### src/sv/rdq_pkg.sv
`timescale 1ns / 1ps
`default_nettype none
// ----------------------------------------------------------------------------
// rdq_pkg: shared types and constants of the restricted deque
// Operation and status codes, controller states and the command bundle
// that the controller sends to the datapath.
// ----------------------------------------------------------------------------
package rdq_pkg;

  localparam int DEPTH_DEF     = 16;
  localparam int DATA_BITS_DEF = 32;
  localparam int VALUE_W       = 32;
  localparam int OPCODE_W      = 2;
  localparam int STATUS_W      = 2;
  localparam int FILL_W        = 5;

  typedef enum logic [OPCODE_W-1:0] {
    OP_INS_FRONT = 2'd0,
    OP_INS_BACK  = 2'd1,
    OP_REM_FRONT = 2'd2,
    OP_REM_BACK  = 2'd3
  } op_t;

  typedef enum logic [STATUS_W-1:0] {
    STAT_OK     = 2'd0,
    STAT_EMPTY  = 2'd1,
    STAT_FULL   = 2'd2,
    STAT_DENIED = 2'd3
  } status_t;

  typedef enum logic {
    MODE_IN_RESTRICTED  = 1'b0,
    MODE_OUT_RESTRICTED = 1'b1
  } mode_t;

  typedef enum logic {
    ST_IDLE = 1'b0,
    ST_LOAD = 1'b1
  } state_t;

  typedef struct packed {
    logic accept;
    logic load;
  } cmd_t;

endpackage
`default_nettype wire

### src/sv/rdq_ifs.sv
`timescale 1ns / 1ps
`default_nettype none
// ----------------------------------------------------------------------------
// rdq_ifs: request and result channels of the restricted deque
// Valid/ready channels; a request or result moves when both are high.
// ----------------------------------------------------------------------------
interface rdq_in_if;
  logic                                  valid;
  logic                                  ready;
  logic        [rdq_pkg::OPCODE_W-1:0]   opcode;
  logic signed [rdq_pkg::VALUE_W-1:0]    value_in;

  modport source (output valid, output opcode, output value_in, input ready);
  modport sink   (input valid, input opcode, input value_in, output ready);
endinterface

interface rdq_out_if;
  logic                                  valid;
  logic                                  ready;
  logic signed [rdq_pkg::VALUE_W-1:0]    value_out;
  logic        [rdq_pkg::STATUS_W-1:0]   status;
  logic        [rdq_pkg::FILL_W-1:0]     fill_count;

  modport source (output valid, output value_out, output status, output fill_count,
                  input ready);
  modport sink   (input valid, input value_out, input status, input fill_count,
                  output ready);
endinterface
`default_nettype wire

### src/sv/rdq_ctrl.sv
`timescale 1ns / 1ps
`default_nettype none
// ----------------------------------------------------------------------------
// rdq_ctrl: request sequencing for the restricted deque
// Takes a request, moves to the load state while the entry is read and loads
// the result register, which then holds its result until the consumer takes it.
// ----------------------------------------------------------------------------
module rdq_ctrl (
  input  wire logic          clk,
  input  wire logic          rst_n,
  input  wire logic          in_valid,
  output logic               in_ready,
  output logic               out_valid,
  input  wire logic          out_ready,
  output rdq_pkg::cmd_t      cmd
);
  import rdq_pkg::*;

  state_t state_r, state_nxt;
  logic   out_valid_r, out_valid_nxt;
  logic   accept;

  assign accept = in_valid && in_ready;

  always_comb begin
    state_nxt = state_r;
    case (state_r)
      ST_IDLE: begin
        if (accept) begin
          state_nxt = ST_LOAD;
        end
      end
      ST_LOAD: begin
        state_nxt = ST_IDLE;
      end
      default: begin
        state_nxt = ST_IDLE;
      end
    endcase
  end

  always_comb begin
    in_ready   = 1'b0;
    cmd.accept = 1'b0;
    cmd.load   = 1'b0;
    case (state_r)
      ST_IDLE: begin
        in_ready   = !out_valid_r || out_ready;
        cmd.accept = accept;
      end
      ST_LOAD: begin
        cmd.load = 1'b1;
      end
      default: begin
        in_ready = 1'b0;
      end
    endcase
  end

  always_comb begin
    out_valid_nxt = out_valid_r;
    if (cmd.load) begin
      out_valid_nxt = 1'b1;
    end else if (out_ready) begin
      out_valid_nxt = 1'b0;
    end
  end

  always_ff @(posedge clk) begin
    if (!rst_n) begin
      state_r     <= ST_IDLE;
      out_valid_r <= 1'b0;
    end else begin
      state_r     <= state_nxt;
      out_valid_r <= out_valid_nxt;
    end
  end

  assign out_valid = out_valid_r;

`ifndef SYNTH
  a_accept_then_load: assert property (@(posedge clk) disable iff (!rst_n)
    cmd.accept |=> (state_r == ST_LOAD))
    else $error("accepted request not followed by a result load");

  a_load_fills_output: assert property (@(posedge clk) disable iff (!rst_n)
    cmd.load |=> out_valid_r)
    else $error("result load did not raise out_valid");

  a_no_overwrite: assert property (@(posedge clk) disable iff (!rst_n)
    cmd.load |-> !out_valid_r || $past(out_ready))
    else $error("result register loaded while an untaken result was held");
`endif

endmodule
`default_nettype wire

### src/sv/rdq_datapath.sv
`timescale 1ns / 1ps
`default_nettype none
// ----------------------------------------------------------------------------
// rdq_datapath: ring buffer, pointers and result register of the deque
// Decodes the operation against the mode and fill state, moves one pointer
// when the operation succeeds, writes or reads one entry and forms the result.
// ----------------------------------------------------------------------------
module rdq_datapath #(
  parameter int DEPTH     = rdq_pkg::DEPTH_DEF,
  parameter int DATA_BITS = rdq_pkg::DATA_BITS_DEF
) (
  input  wire logic                                clk,
  input  wire logic                                rst_n,
  input  wire rdq_pkg::cmd_t                       cmd,
  input  wire logic                                cfg_wr_en,
  input  wire logic                                cfg_wr_data,
  input  wire logic        [rdq_pkg::OPCODE_W-1:0] in_opcode,
  input  wire logic signed [rdq_pkg::VALUE_W-1:0]  in_value,
  output logic signed      [rdq_pkg::VALUE_W-1:0]  out_value,
  output logic             [rdq_pkg::STATUS_W-1:0] out_status,
  output logic             [rdq_pkg::FILL_W-1:0]   out_fill
);
  import rdq_pkg::*;

  localparam int AW = (DEPTH > 1) ? $clog2(DEPTH) : 1;
  localparam int CW = $clog2(DEPTH + 1);
  localparam int WX = (DATA_BITS > VALUE_W) ? DATA_BITS : VALUE_W;
  localparam logic [AW-1:0] LAST_IDX = AW'(DEPTH - 1);
  localparam logic [CW-1:0] FULL_CNT = CW'(DEPTH);

  logic [DATA_BITS-1:0] mem [DEPTH];

  logic [AW-1:0] front_r, front_nxt, back_r, back_nxt;
  logic [CW-1:0] count_r, count_nxt;
  mode_t         mode_r;
  status_t       res_status_r, status_nxt;
  logic          res_take_r, take_nxt;
  logic [DATA_BITS-1:0] rd_data_r;

  logic signed [VALUE_W-1:0]  value_out_r;
  status_t                    status_out_r;
  logic        [FILL_W-1:0]   fill_out_r;

  logic [AW-1:0] front_up, front_dn, back_up, back_dn;
  logic [AW-1:0] wr_addr, rd_addr;
  logic          wr_en;
  logic          refused;
  op_t           op;
  logic [WX-1:0]        in_ext;
  logic [DATA_BITS-1:0] wr_data;
  logic signed [WX-1:0] rd_ext;

  assign op       = op_t'(in_opcode);
  assign front_up = (front_r == LAST_IDX) ? '0 : front_r + AW'(1);
  assign front_dn = (front_r == '0) ? LAST_IDX : front_r - AW'(1);
  assign back_up  = (back_r == LAST_IDX) ? '0 : back_r + AW'(1);
  assign back_dn  = (back_r == '0) ? LAST_IDX : back_r - AW'(1);
  assign refused  = (mode_r == MODE_IN_RESTRICTED) ? (op == OP_INS_FRONT)
                                                   : (op == OP_REM_BACK);
  assign in_ext   = WX'($unsigned(in_value));
  assign wr_data  = in_ext[DATA_BITS-1:0];
  assign rd_ext   = WX'($signed(rd_data_r));

  always_comb begin
    status_nxt = STAT_OK;
    take_nxt   = 1'b0;
    wr_en      = 1'b0;
    wr_addr    = back_r;
    rd_addr    = front_r;
    front_nxt  = front_r;
    back_nxt   = back_r;
    count_nxt  = count_r;
    if (refused) begin
      status_nxt = STAT_DENIED;
    end else begin
      case (op)
        OP_INS_FRONT: begin
          if (count_r == FULL_CNT) begin
            status_nxt = STAT_FULL;
          end else begin
            front_nxt = front_dn;
            wr_addr   = front_dn;
            wr_en     = 1'b1;
            count_nxt = count_r + CW'(1);
          end
        end
        OP_INS_BACK: begin
          if (count_r == FULL_CNT) begin
            status_nxt = STAT_FULL;
          end else begin
            back_nxt  = back_up;
            wr_en     = 1'b1;
            count_nxt = count_r + CW'(1);
          end
        end
        OP_REM_FRONT: begin
          if (count_r == '0) begin
            status_nxt = STAT_EMPTY;
          end else begin
            front_nxt = front_up;
            take_nxt  = 1'b1;
            count_nxt = count_r - CW'(1);
          end
        end
        OP_REM_BACK: begin
          if (count_r == '0) begin
            status_nxt = STAT_EMPTY;
          end else begin
            back_nxt  = back_dn;
            rd_addr   = back_dn;
            take_nxt  = 1'b1;
            count_nxt = count_r - CW'(1);
          end
        end
        default: begin
          status_nxt = STAT_DENIED;
        end
      endcase
    end
  end

  always_ff @(posedge clk) begin
    if (!rst_n) begin
      front_r <= '0;
      back_r  <= '0;
      count_r <= '0;
      mode_r  <= MODE_IN_RESTRICTED;
    end else begin
      if (cfg_wr_en) begin
        mode_r <= mode_t'(cfg_wr_data);
      end
      if (cmd.accept) begin
        front_r <= front_nxt;
        back_r  <= back_nxt;
        count_r <= count_nxt;
      end
    end
  end

  always_ff @(posedge clk) begin
    if (cmd.accept && wr_en) begin
      mem[wr_addr] <= wr_data;
    end
  end

  always_ff @(posedge clk) begin
    if (cmd.accept) begin
      rd_data_r    <= mem[rd_addr];
      res_status_r <= status_nxt;
      res_take_r   <= take_nxt;
    end
  end

  always_ff @(posedge clk) begin
    if (cmd.load) begin
      value_out_r  <= res_take_r ? rd_ext[VALUE_W-1:0] : '0;
      status_out_r <= res_status_r;
      fill_out_r   <= FILL_W'(count_r);
    end
  end

  assign out_value  = value_out_r;
  assign out_status = status_out_r;
  assign out_fill   = fill_out_r;

`ifndef SYNTH
  a_count_bound: assert property (@(posedge clk) disable iff (!rst_n)
    count_r <= FULL_CNT)
    else $error("entry count exceeds the buffer depth");

  a_ptr_match: assert property (@(posedge clk) disable iff (!rst_n)
    (count_r == '0 || count_r == FULL_CNT) |-> (front_r == back_r))
    else $error("pointers disagree with an empty or full buffer");

  a_full_refusal: assert property (@(posedge clk) disable iff (!rst_n)
    (cmd.load && res_status_r == STAT_FULL) |-> (count_r == FULL_CNT))
    else $error("insert refused as full while the buffer was not full");
`endif

endmodule
`default_nettype wire

### src/sv/restricted_deque_top.sv
`timescale 1ns / 1ps
`default_nettype none
// ----------------------------------------------------------------------------
// restricted_deque_top: input- or output-restricted double-ended queue
// Ring buffer of signed words with front and back insert and removal.
// ----------------------------------------------------------------------------
// When a request is taken, a pointer moves and one entry of the ring buffer
// is written or read; the registered read port feeds the load state, in
// which the result register is loaded. A new request is taken only after
// the result of the last one is loaded, and a held result stalls the next
// request only until it is taken. Each request yields exactly one result
// with the removed word, a status and the new fill count. The mode
// register must be written only while no request is in flight. Entries
// never written read as undefined, but a removal only reaches written
// entries.
// ----------------------------------------------------------------------------
module restricted_deque_top #(
  parameter int DEPTH     = rdq_pkg::DEPTH_DEF,
  parameter int DATA_BITS = rdq_pkg::DATA_BITS_DEF
) (
  input  wire logic  clk,
  input  wire logic  rst_n,
  rdq_in_if.sink     in_ch,
  rdq_out_if.source  out_ch,
  input  wire logic  cfg_wr_en,
  input  wire logic  cfg_wr_data
);
  import rdq_pkg::*;

  cmd_t cmd;

  rdq_ctrl u_ctrl (
    .clk       (clk),
    .rst_n     (rst_n),
    .in_valid  (in_ch.valid),
    .in_ready  (in_ch.ready),
    .out_valid (out_ch.valid),
    .out_ready (out_ch.ready),
    .cmd       (cmd)
  );

  rdq_datapath #(
    .DEPTH     (DEPTH),
    .DATA_BITS (DATA_BITS)
  ) u_datapath (
    .clk         (clk),
    .rst_n       (rst_n),
    .cmd         (cmd),
    .cfg_wr_en   (cfg_wr_en),
    .cfg_wr_data (cfg_wr_data),
    .in_opcode   (in_ch.opcode),
    .in_value    (in_ch.value_in),
    .out_value   (out_ch.value_out),
    .out_status  (out_ch.status),
    .out_fill    (out_ch.fill_count)
  );

endmodule
`default_nettype wire

### src/flat_wrapper.sv
// flat-port wrapper written by rule: the top's interface ports become plain ports
module restricted_deque_top_flat import rdq_pkg::*;
#(
  parameter int DEPTH     = rdq_pkg::DEPTH_DEF,
  parameter int DATA_BITS = rdq_pkg::DATA_BITS_DEF
)
  (clk, rst_n, cfg_wr_en, cfg_wr_data, in_ch_valid, in_ch_opcode, in_ch_value_in, in_ch_ready, out_ch_valid, out_ch_value_out, out_ch_status, out_ch_fill_count, out_ch_ready);
  rdq_in_if in_ch_i ();
  rdq_out_if out_ch_i ();
  input  wire logic clk;
  input  wire logic rst_n;
  input  wire logic cfg_wr_en;
  input  wire logic cfg_wr_data;
  input wire logic [$bits(in_ch_i.valid)-1:0] in_ch_valid;
  input wire logic [$bits(in_ch_i.opcode)-1:0] in_ch_opcode;
  input wire logic [$bits(in_ch_i.value_in)-1:0] in_ch_value_in;
  output wire logic [$bits(in_ch_i.ready)-1:0] in_ch_ready;
  output wire logic [$bits(out_ch_i.valid)-1:0] out_ch_valid;
  output wire logic [$bits(out_ch_i.value_out)-1:0] out_ch_value_out;
  output wire logic [$bits(out_ch_i.status)-1:0] out_ch_status;
  output wire logic [$bits(out_ch_i.fill_count)-1:0] out_ch_fill_count;
  input wire logic [$bits(out_ch_i.ready)-1:0] out_ch_ready;
  assign in_ch_i.valid = in_ch_valid;
  assign in_ch_i.opcode = in_ch_opcode;
  assign in_ch_i.value_in = in_ch_value_in;
  assign in_ch_ready = in_ch_i.ready;
  assign out_ch_valid = out_ch_i.valid;
  assign out_ch_value_out = out_ch_i.value_out;
  assign out_ch_status = out_ch_i.status;
  assign out_ch_fill_count = out_ch_i.fill_count;
  assign out_ch_i.ready = out_ch_ready;
  restricted_deque_top #(.DEPTH(DEPTH), .DATA_BITS(DATA_BITS)) u_core (.clk(clk), .rst_n(rst_n), .in_ch(in_ch_i), .out_ch(out_ch_i), .cfg_wr_en(cfg_wr_en), .cfg_wr_data(cfg_wr_data));
endmodule
### config.mk
export PLATFORM = sky130hd
export DESIGN_NAME = restricted_deque_top_flat
export DESIGN_NICKNAME = d
export VERILOG_FILES = /design/src/sv/rdq_pkg.sv /design/src/sv/rdq_ifs.sv /design/src/sv/rdq_ctrl.sv /design/src/sv/rdq_datapath.sv /design/src/sv/restricted_deque_top.sv /design/src/flat_wrapper.sv
export SDC_FILE = /design/constraint.sdc
export NUM_CORES = 1
export LEC_CHECK = 0
export BUFFER_PORTS_ARGS = -buffer_cell sky130_fd_sc_hd__buf_2
export CORE_MARGIN = 10
export CORE_UTILIZATION = 40
export DETAILED_ROUTE_END_ITERATION = 8
export PLACE_DENSITY = 0.7
export SLEW_MARGIN = 20
export SYNTH_ARGS = -nofsm -noshare
export SYNTH_HDL_FRONTEND = slang
export SYNTH_SLANG_ARGS = --single-unit
### constraint.sdc
create_clock -name clk -period 4.13 [get_ports clk]
set_clock_uncertainty 0.2 [all_clocks]
set_input_delay 0.826 -clock clk [delete_from_list [all_inputs] [get_ports clk]]
set_output_delay 0.826 -clock clk [all_outputs]
set_load 0.03 [all_outputs]
# After elaboration in Yosys (flattened, before gate mapping)
# Memory sizes are Yosys's and may differ from the RTL's. A register that Yosys moved wholly into a read port is not among the register bits.
# Cells that the tools add are included.
[word_totals] reg_bits=58 latch_bits=0 ram_bits=512 rom_bits=0 output_inout_bits=41 wordCells=86 mem_count=1
[classes] n_addsub=6 n_mul=0 div=0 n_lt_le_gt_ge=0 eq_ne=12 n_shift=0 n_mux=36 n_bitwise=3 n_reduce_logical=17
[mem_list] memory="u_core.u_datapath.mem" words=16 word_bits=32 rd=1 rd_clocked_by_memory_dff=1 wr=1 line_no="rdq_datapath.sv:31" rtl="logic [DATA_BITS-1:0] mem [DEPTH];"
[op_table] operator="$mux 4" n=14
[op_table] operator="$pmux 4 s2" n=2
[op_table] operator="$mux 1" n=14
[op_table] operator="$ne 2x2->1 const B" n=6
[op_table] operator="$mux 5" n=2
[op_table] operator="$pmux 5 s2" n=1
[op_table] operator="$reduce_and 5->1" n=2
[op_table] operator="$add 4x1->4 const B" n=2
[op_table] operator="$eq 4x4->1 const B" n=2
[op_table] operator="$logic_not 4->1" n=2
[op_table] operator="$sub 4x1->4 const B" n=2
[op_table] operator="$reduce_bool 2->1" n=3
[op_table] operator="$reduce_or 2->1" n=3
[op_table] operator="$add 5x1->5 const B" n=1
[op_table] operator="$eq 5x5->1 const B" n=1
[op_table] operator="$logic_not 5->1" n=1
[op_table] operator="$sub 5x1->5 const B" n=1
[op_table] operator="$eq 2x2->1 const B" n=2
[op_table] operator="$pmux 2 s2" n=1
[op_table] operator="$reduce_and 4->1" n=1
[op_table] operator="$not 1->1" n=3
[op_table] operator="$eq 2x1->1 const B" n=1
[op_table] operator="$logic_and 1x1->1" n=2
[op_table] operator="$logic_not 2->1" n=1
[op_table] operator="4 further kinds" n=4

# Longest topological paths before layout
[logic_depth] word_depth=8 depth_mapped=11 depth_no_buf=8

# Modules after synthesis
# Synthesis repeated with hierarchy kept, for this count alone.
[hier_totals] hier_cells=1577 hier_area_um2=24318.3
[modules_own_cells] mod="rdq_datapath" n_inst=1 cells_per_inst=1568 area_per_inst_um2=24214.5 seq_area_each_um2=17877.1
[modules_own_cells] mod="rdq_ctrl" n_inst=1 cells_per_inst=9 area_per_inst_um2=103.8 seq_area_each_um2=40.0

# Least setup slack after synthesis
# OpenSTA, ideal clock, no wires.
[synth_timing] kind="register to register" start="reg u_core.u_ctrl.state_r" end="mem u_core.u_datapath.mem[14][0] (netlist bit) (enable)" arrival_time_ns=3.718 path_slack_ns=-0.209 stages_incl_launch_ff=6 n_path_buf=0 synth_period_minus_slack_ns=4.339 path_cell_list="dfxtp_1 -> a21oi_1 -> nand2_1 -> nor4b_1 -> nand2b_1 -> nor2_1"
[synth_between] elab_chain_cells=6
[synth_rtl] item="from (decl)" line_no="rdq_ctrl.sv:19" rtl="state_t state_r, state_nxt;"
[synth_rtl] item="from (signal assigned)" line_no="rdq_ctrl.sv:74" rtl="state_r <= state_nxt;"
[synth_rtl] item="$mux 1" line_no="rdq_ctrl.sv:46" rtl="case (state_r)"
[synth_rtl] item="named net in_ch_ready" line_no="flat_wrapper.sv:17" rtl="output wire logic [$bits(in_ch_i.ready)-1:0] in_ch_ready;"
[synth_rtl] item="$logic_and 1x1->1" line_no="rdq_ctrl.sv:23" rtl="assign accept = in_valid && in_ready;"
[synth_rtl] item="$mux 1" line_no="rdq_ctrl.sv:46"
[synth_rtl] item="$logic_and 1x1->1" line_no="rdq_datapath.sv:141" rtl="if (cmd.accept && wr_en) begin"
[synth_rtl] item="$mux 1" line_no="rdq_datapath.sv:141"
[synth_rtl] item="$mux 1 (not written as such)" line_no="rdq_datapath.sv:142" rtl="mem[wr_addr] <= wr_data;"
[synth_rtl] item="to (decl)" line_no="rdq_datapath.sv:31"
# The timed path passes the listed nets, and every way through them passes these cells.

# Worst setup path after layout
[layout_timing] start="reg u_core.u_datapath.mode_r" end="mem u_core.u_datapath.mem[8][13] (netlist bit) (enable)"
[layout_between] elab_chain_cells=5
[layout_rtl] item="from (decl)" line_no="rdq_datapath.sv:35" rtl="mode_t mode_r;"
[layout_rtl] item="from (signal assigned)" line_no="rdq_datapath.sv:130" rtl="mode_r <= mode_t'(cfg_wr_data);"
[layout_rtl] item="$mux 1 (*)" line_no="rdq_datapath.sv:58" rtl="assign refused = (mode_r == MODE_IN_RESTRICTED) ? (op == OP_INS_FRONT)"
[layout_rtl] item="$mux 1" line_no="rdq_datapath.sv:73" rtl="if (refused) begin"
[layout_rtl] item="$logic_and 1x1->1" line_no="rdq_datapath.sv:141"
[layout_rtl] item="$mux 1" line_no="rdq_datapath.sv:141"
[layout_rtl] item="$mux 1 (not written as such)" line_no="rdq_datapath.sv:142"
# Every way passes the cells marked *; elsewhere a longest branch is shown, timed or not.

==> flow_metrics.tcl <==
set metrics [dict create \
    status "finished clean" \
    pre_cts_slack_ns 0.208 \
    slew_headroom 0.569 \
    dp_cells 2131 \
    crit_path_max_fanout 23 \
    synthAdderAreaFrac 0.00464 \
    ys_seq_elements 602 \
    rsz0062_at_grt "false" \
    final.setup.tns_ns 0 \
    pwr-share-clk 0.377 \
    cts_made_buffers 57 \
    first_pass_iters 5 \
    power_frac_seq 0.511 \
    setup_ws_ns 0.736 \
    grt_pass1_wl_mm 77.7 \
    drive_above_1_share 0.172 \
    async_flop_share 0 \
    globalRouteOverflowTotal 0 \
    switchingPower_uw 3180 \
    period_needed_ns 3.39 \
    numPortBuffers 80 \
    rows 88 \
    synth_mux_area_frac 0.115 \
    cts_max_level 2 \
    grtUsageTotal 0.153 \
    clockBufferDepth 3 \
    io_pins 81 \
    required_ns 4.18 \
    clk_pin_slew_worst_paths_ns 0.06 \
    antenna_found_initial 9 \
    die_area_sq_um 68000 \
    seq_area_frac_synth 0.773 \
    routed_wl_mm 52.4 \
    cts_sinks 602 \
    die_x_microns 261 \
    path_delay_family "simple AND/OR/NAND/NOR gates" \
    final_area_sq_um 26900 \
    layout_common_cells "edfxtp_1, mux2i_1, o22ai_1" \
    vias_per_cell 5.41 \
    swShare 0.233 \
    syn2layout_area_growth_pct 15.9 \
    hold_buffers 0 \
    grt_pass1_vias 12100 \
    die_h_microns 261 \
    p_int_uw 10500 \
    cp-start-kind "flop" \
    wl_per_cell_microns 23.4 \
    combPwrFrac 0.112 \
    power_density_nw_per_um2 508 \
    drtIter0Drc 1020 \
    cts_resized 0 \
    avgSynthCellArea_sq_um 18.0 \
    hp-class "flop to flop" \
    cp.buffers_inverters 1 \
    final_common_cell "edfxtp_1" \
    vias 12100 \
    cp_slowest_stage_delay_ns 0.52 \
    synth_nets 1339 \
    critPathCaptureType "flop" \
    p_leak_uw 0.00859 \
    synth-simple-area-share 0.0360 \
    yosysWarnings 0 \
    worstPathCellList "or3b_2, a21oi_1, mux2i_1, nand4b_1, nor2_4, buf_4" \
    critical_path_class "flop to flop" \
    synth_compound_area_frac 0.0522 \
    cts_tree "built" \
    cp.arrival_ns 3.44 \
    initial_core_util 0.403 \
    peakVddDrop_v 0.000319 \
    nNetsFinal 1473 \
    place_congestion 0.774 \
    post_dp_cell_area_sq_um 25000 \
    ys_types 58 \
    stdcell_count 2237 \
    drc 0 \
    fillers 4729 \
    finalCritPeriodShare 0.822 \
    tightest_slew_ns 0.646 \
    clock_latency_ns 0.61 \
    synth_edf_count 586 \
    core_area_sq_um 57600 \
    setup-violations-final 0 \
    cap_violations 0 \
    synth_area_sq_um 23200 \
    crit_slowest_cell "nand4b_1" \
    root_buffer "clkbuf_16" \
    grt_max_degree 58 \
    fmax_mhz 295 \
    final-hold-violation-count 0 \
    cts_setup_buffers 0 \
    synthXorXnorAreaFrac 0.00378 \
    dp_hpwl_mm 29.6 \
    synth_top_family_by_area "multiplexers" \
    drv_slew 0 \
    synth_top_flop_cell "edfxtp_1" \
    syn_inst 1291 \
    postRouteAntennaNets 0 \
]
sequential cells by signal, indices dropped and copies added (netlist names), 2 cells and up:
| name | flops |
|---|---|
| u_core.u_datapath.out_status | 2 |
| u_core.u_datapath.res_status_r | 2 |
| u_core.u_datapath.out_value | 32 |
| u_core.u_datapath.count_r | 5 |
| u_core.u_datapath.mem | 512 |
| u_core.u_datapath.rd_data_r | 32 |
| u_core.u_datapath.front_r | 4 |
| u_core.u_datapath.out_fill | 5 |
| u_core.u_datapath.back_r | 4 |
worst paths after layout:
| path | end | from | cells after the start | slack (ns) |
|---|---|---|---|---|
| hold reg to reg | u_core.u_datapath.out_status[0] | u_core.u_datapath.res_status_r[0] | 0 | 0.23 |
| setup / recovery | u_core.u_datapath.mem[8][13] | u_core.u_datapath.mode_r | 6 | 0.74 |
| setup reg to reg | u_core.u_datapath.mem[8][13] | u_core.u_datapath.mode_r | 6 | 0.74 |
| hold / removal | u_core.u_datapath.out_status[0] | u_core.u_datapath.res_status_r[0] | 0 | 0.23 |
power groups by stage:
stage / clock (uW) / combinational (uW) / sequential (uW)
after CTS: 5240 / 1540 / 6970
after detailed placement: 0 / 1540 / 7100
final: 5140 / 1530 / 6970
after floorplan: 0 / 1010 / 7120
after global routing: 5490 / 1650 / 6980
after global placement: 0 / 1510 / 7100
cell usage after synthesis (2+ instances only):
cell	instances	area, sq um
ha_1	7	87.6
a21oi_1	13	65.1
a21boi_0	6	45.0
xnor2_1	9	78.8
buf_6	3	33.8
mux2i_1	263	2630
nor2_1	28	105
o211a_1	3	30.0
buf_1	3	11.3
a31oi_1	2	12.5
o22ai_1	128	801
inv_1	11	41.3
nand2b_1	2	12.5
o32ai_1	2	17.5
or4_1	33	248
edfxtp_1	586	17600
a21o_1	5	37.5
buf_4	2	15.0
or2b_1	2	15.0
o21ai_0	9	45.0
buf_2	41	205
o211ai_1	3	22.5
nor3_1	2	10.0
and2_1	35	219
o21bai_1	2	15.0
nand2_1	20	75.1
or2_1	2	12.5
o2111ai_1	2	17.5
clkbuf_1	17	63.8
nand3_1	5	25.0
nor2b_1	3	18.8
dfxtp_1	16	320
cell type report:
type | instances | area (sq um) | area share
diodes | 2 | 5.00 | 0.000186
repair buffers | 141 | 1070 | 0.0399
well taps | 765 | 957 | 0.0356
inverters | 12 | 45.0 | 0.00168
clock buffers | 66 | 1480 | 0.0551
flip-flops and latches | 602 | 17900 | 0.667
multi-input cells | 611 | 5030 | 0.187
clock inverters | 38 | 364 | 0.0135
through the flow:
stage               hold WS (ns)  utilization  total power (uW)
floorplan                  0.200            -              8130
global placement           0.209        0.435              8610
detailed placement         0.213        0.435              8640
CTS                        0.224        0.467             13800
global route               0.244        0.467             14100
finish                     0.229        0.467             13600
metal layers:
layer	global-route usage	vias to the layer above	share of wire
li1	-	5454	-
met1	0.192	6158	0.42
met2	0.260	383	0.49
met3	0.0354	102	0.065
met4	0.0481	14	0.025
met5	0	-	0.0017
cells by family after synthesis:
kind of cell | after synthesis
AO/OA/AOI/OAI | 185
flip-flops | 602
AND/OR/NAND/NOR | 143
buffers and inverters | 78
adder cells (fa/ha/maj) | 8
multiplexers | 265
XOR/XNOR | 10
No activity file was read; power rests on OpenSTA's default activity.
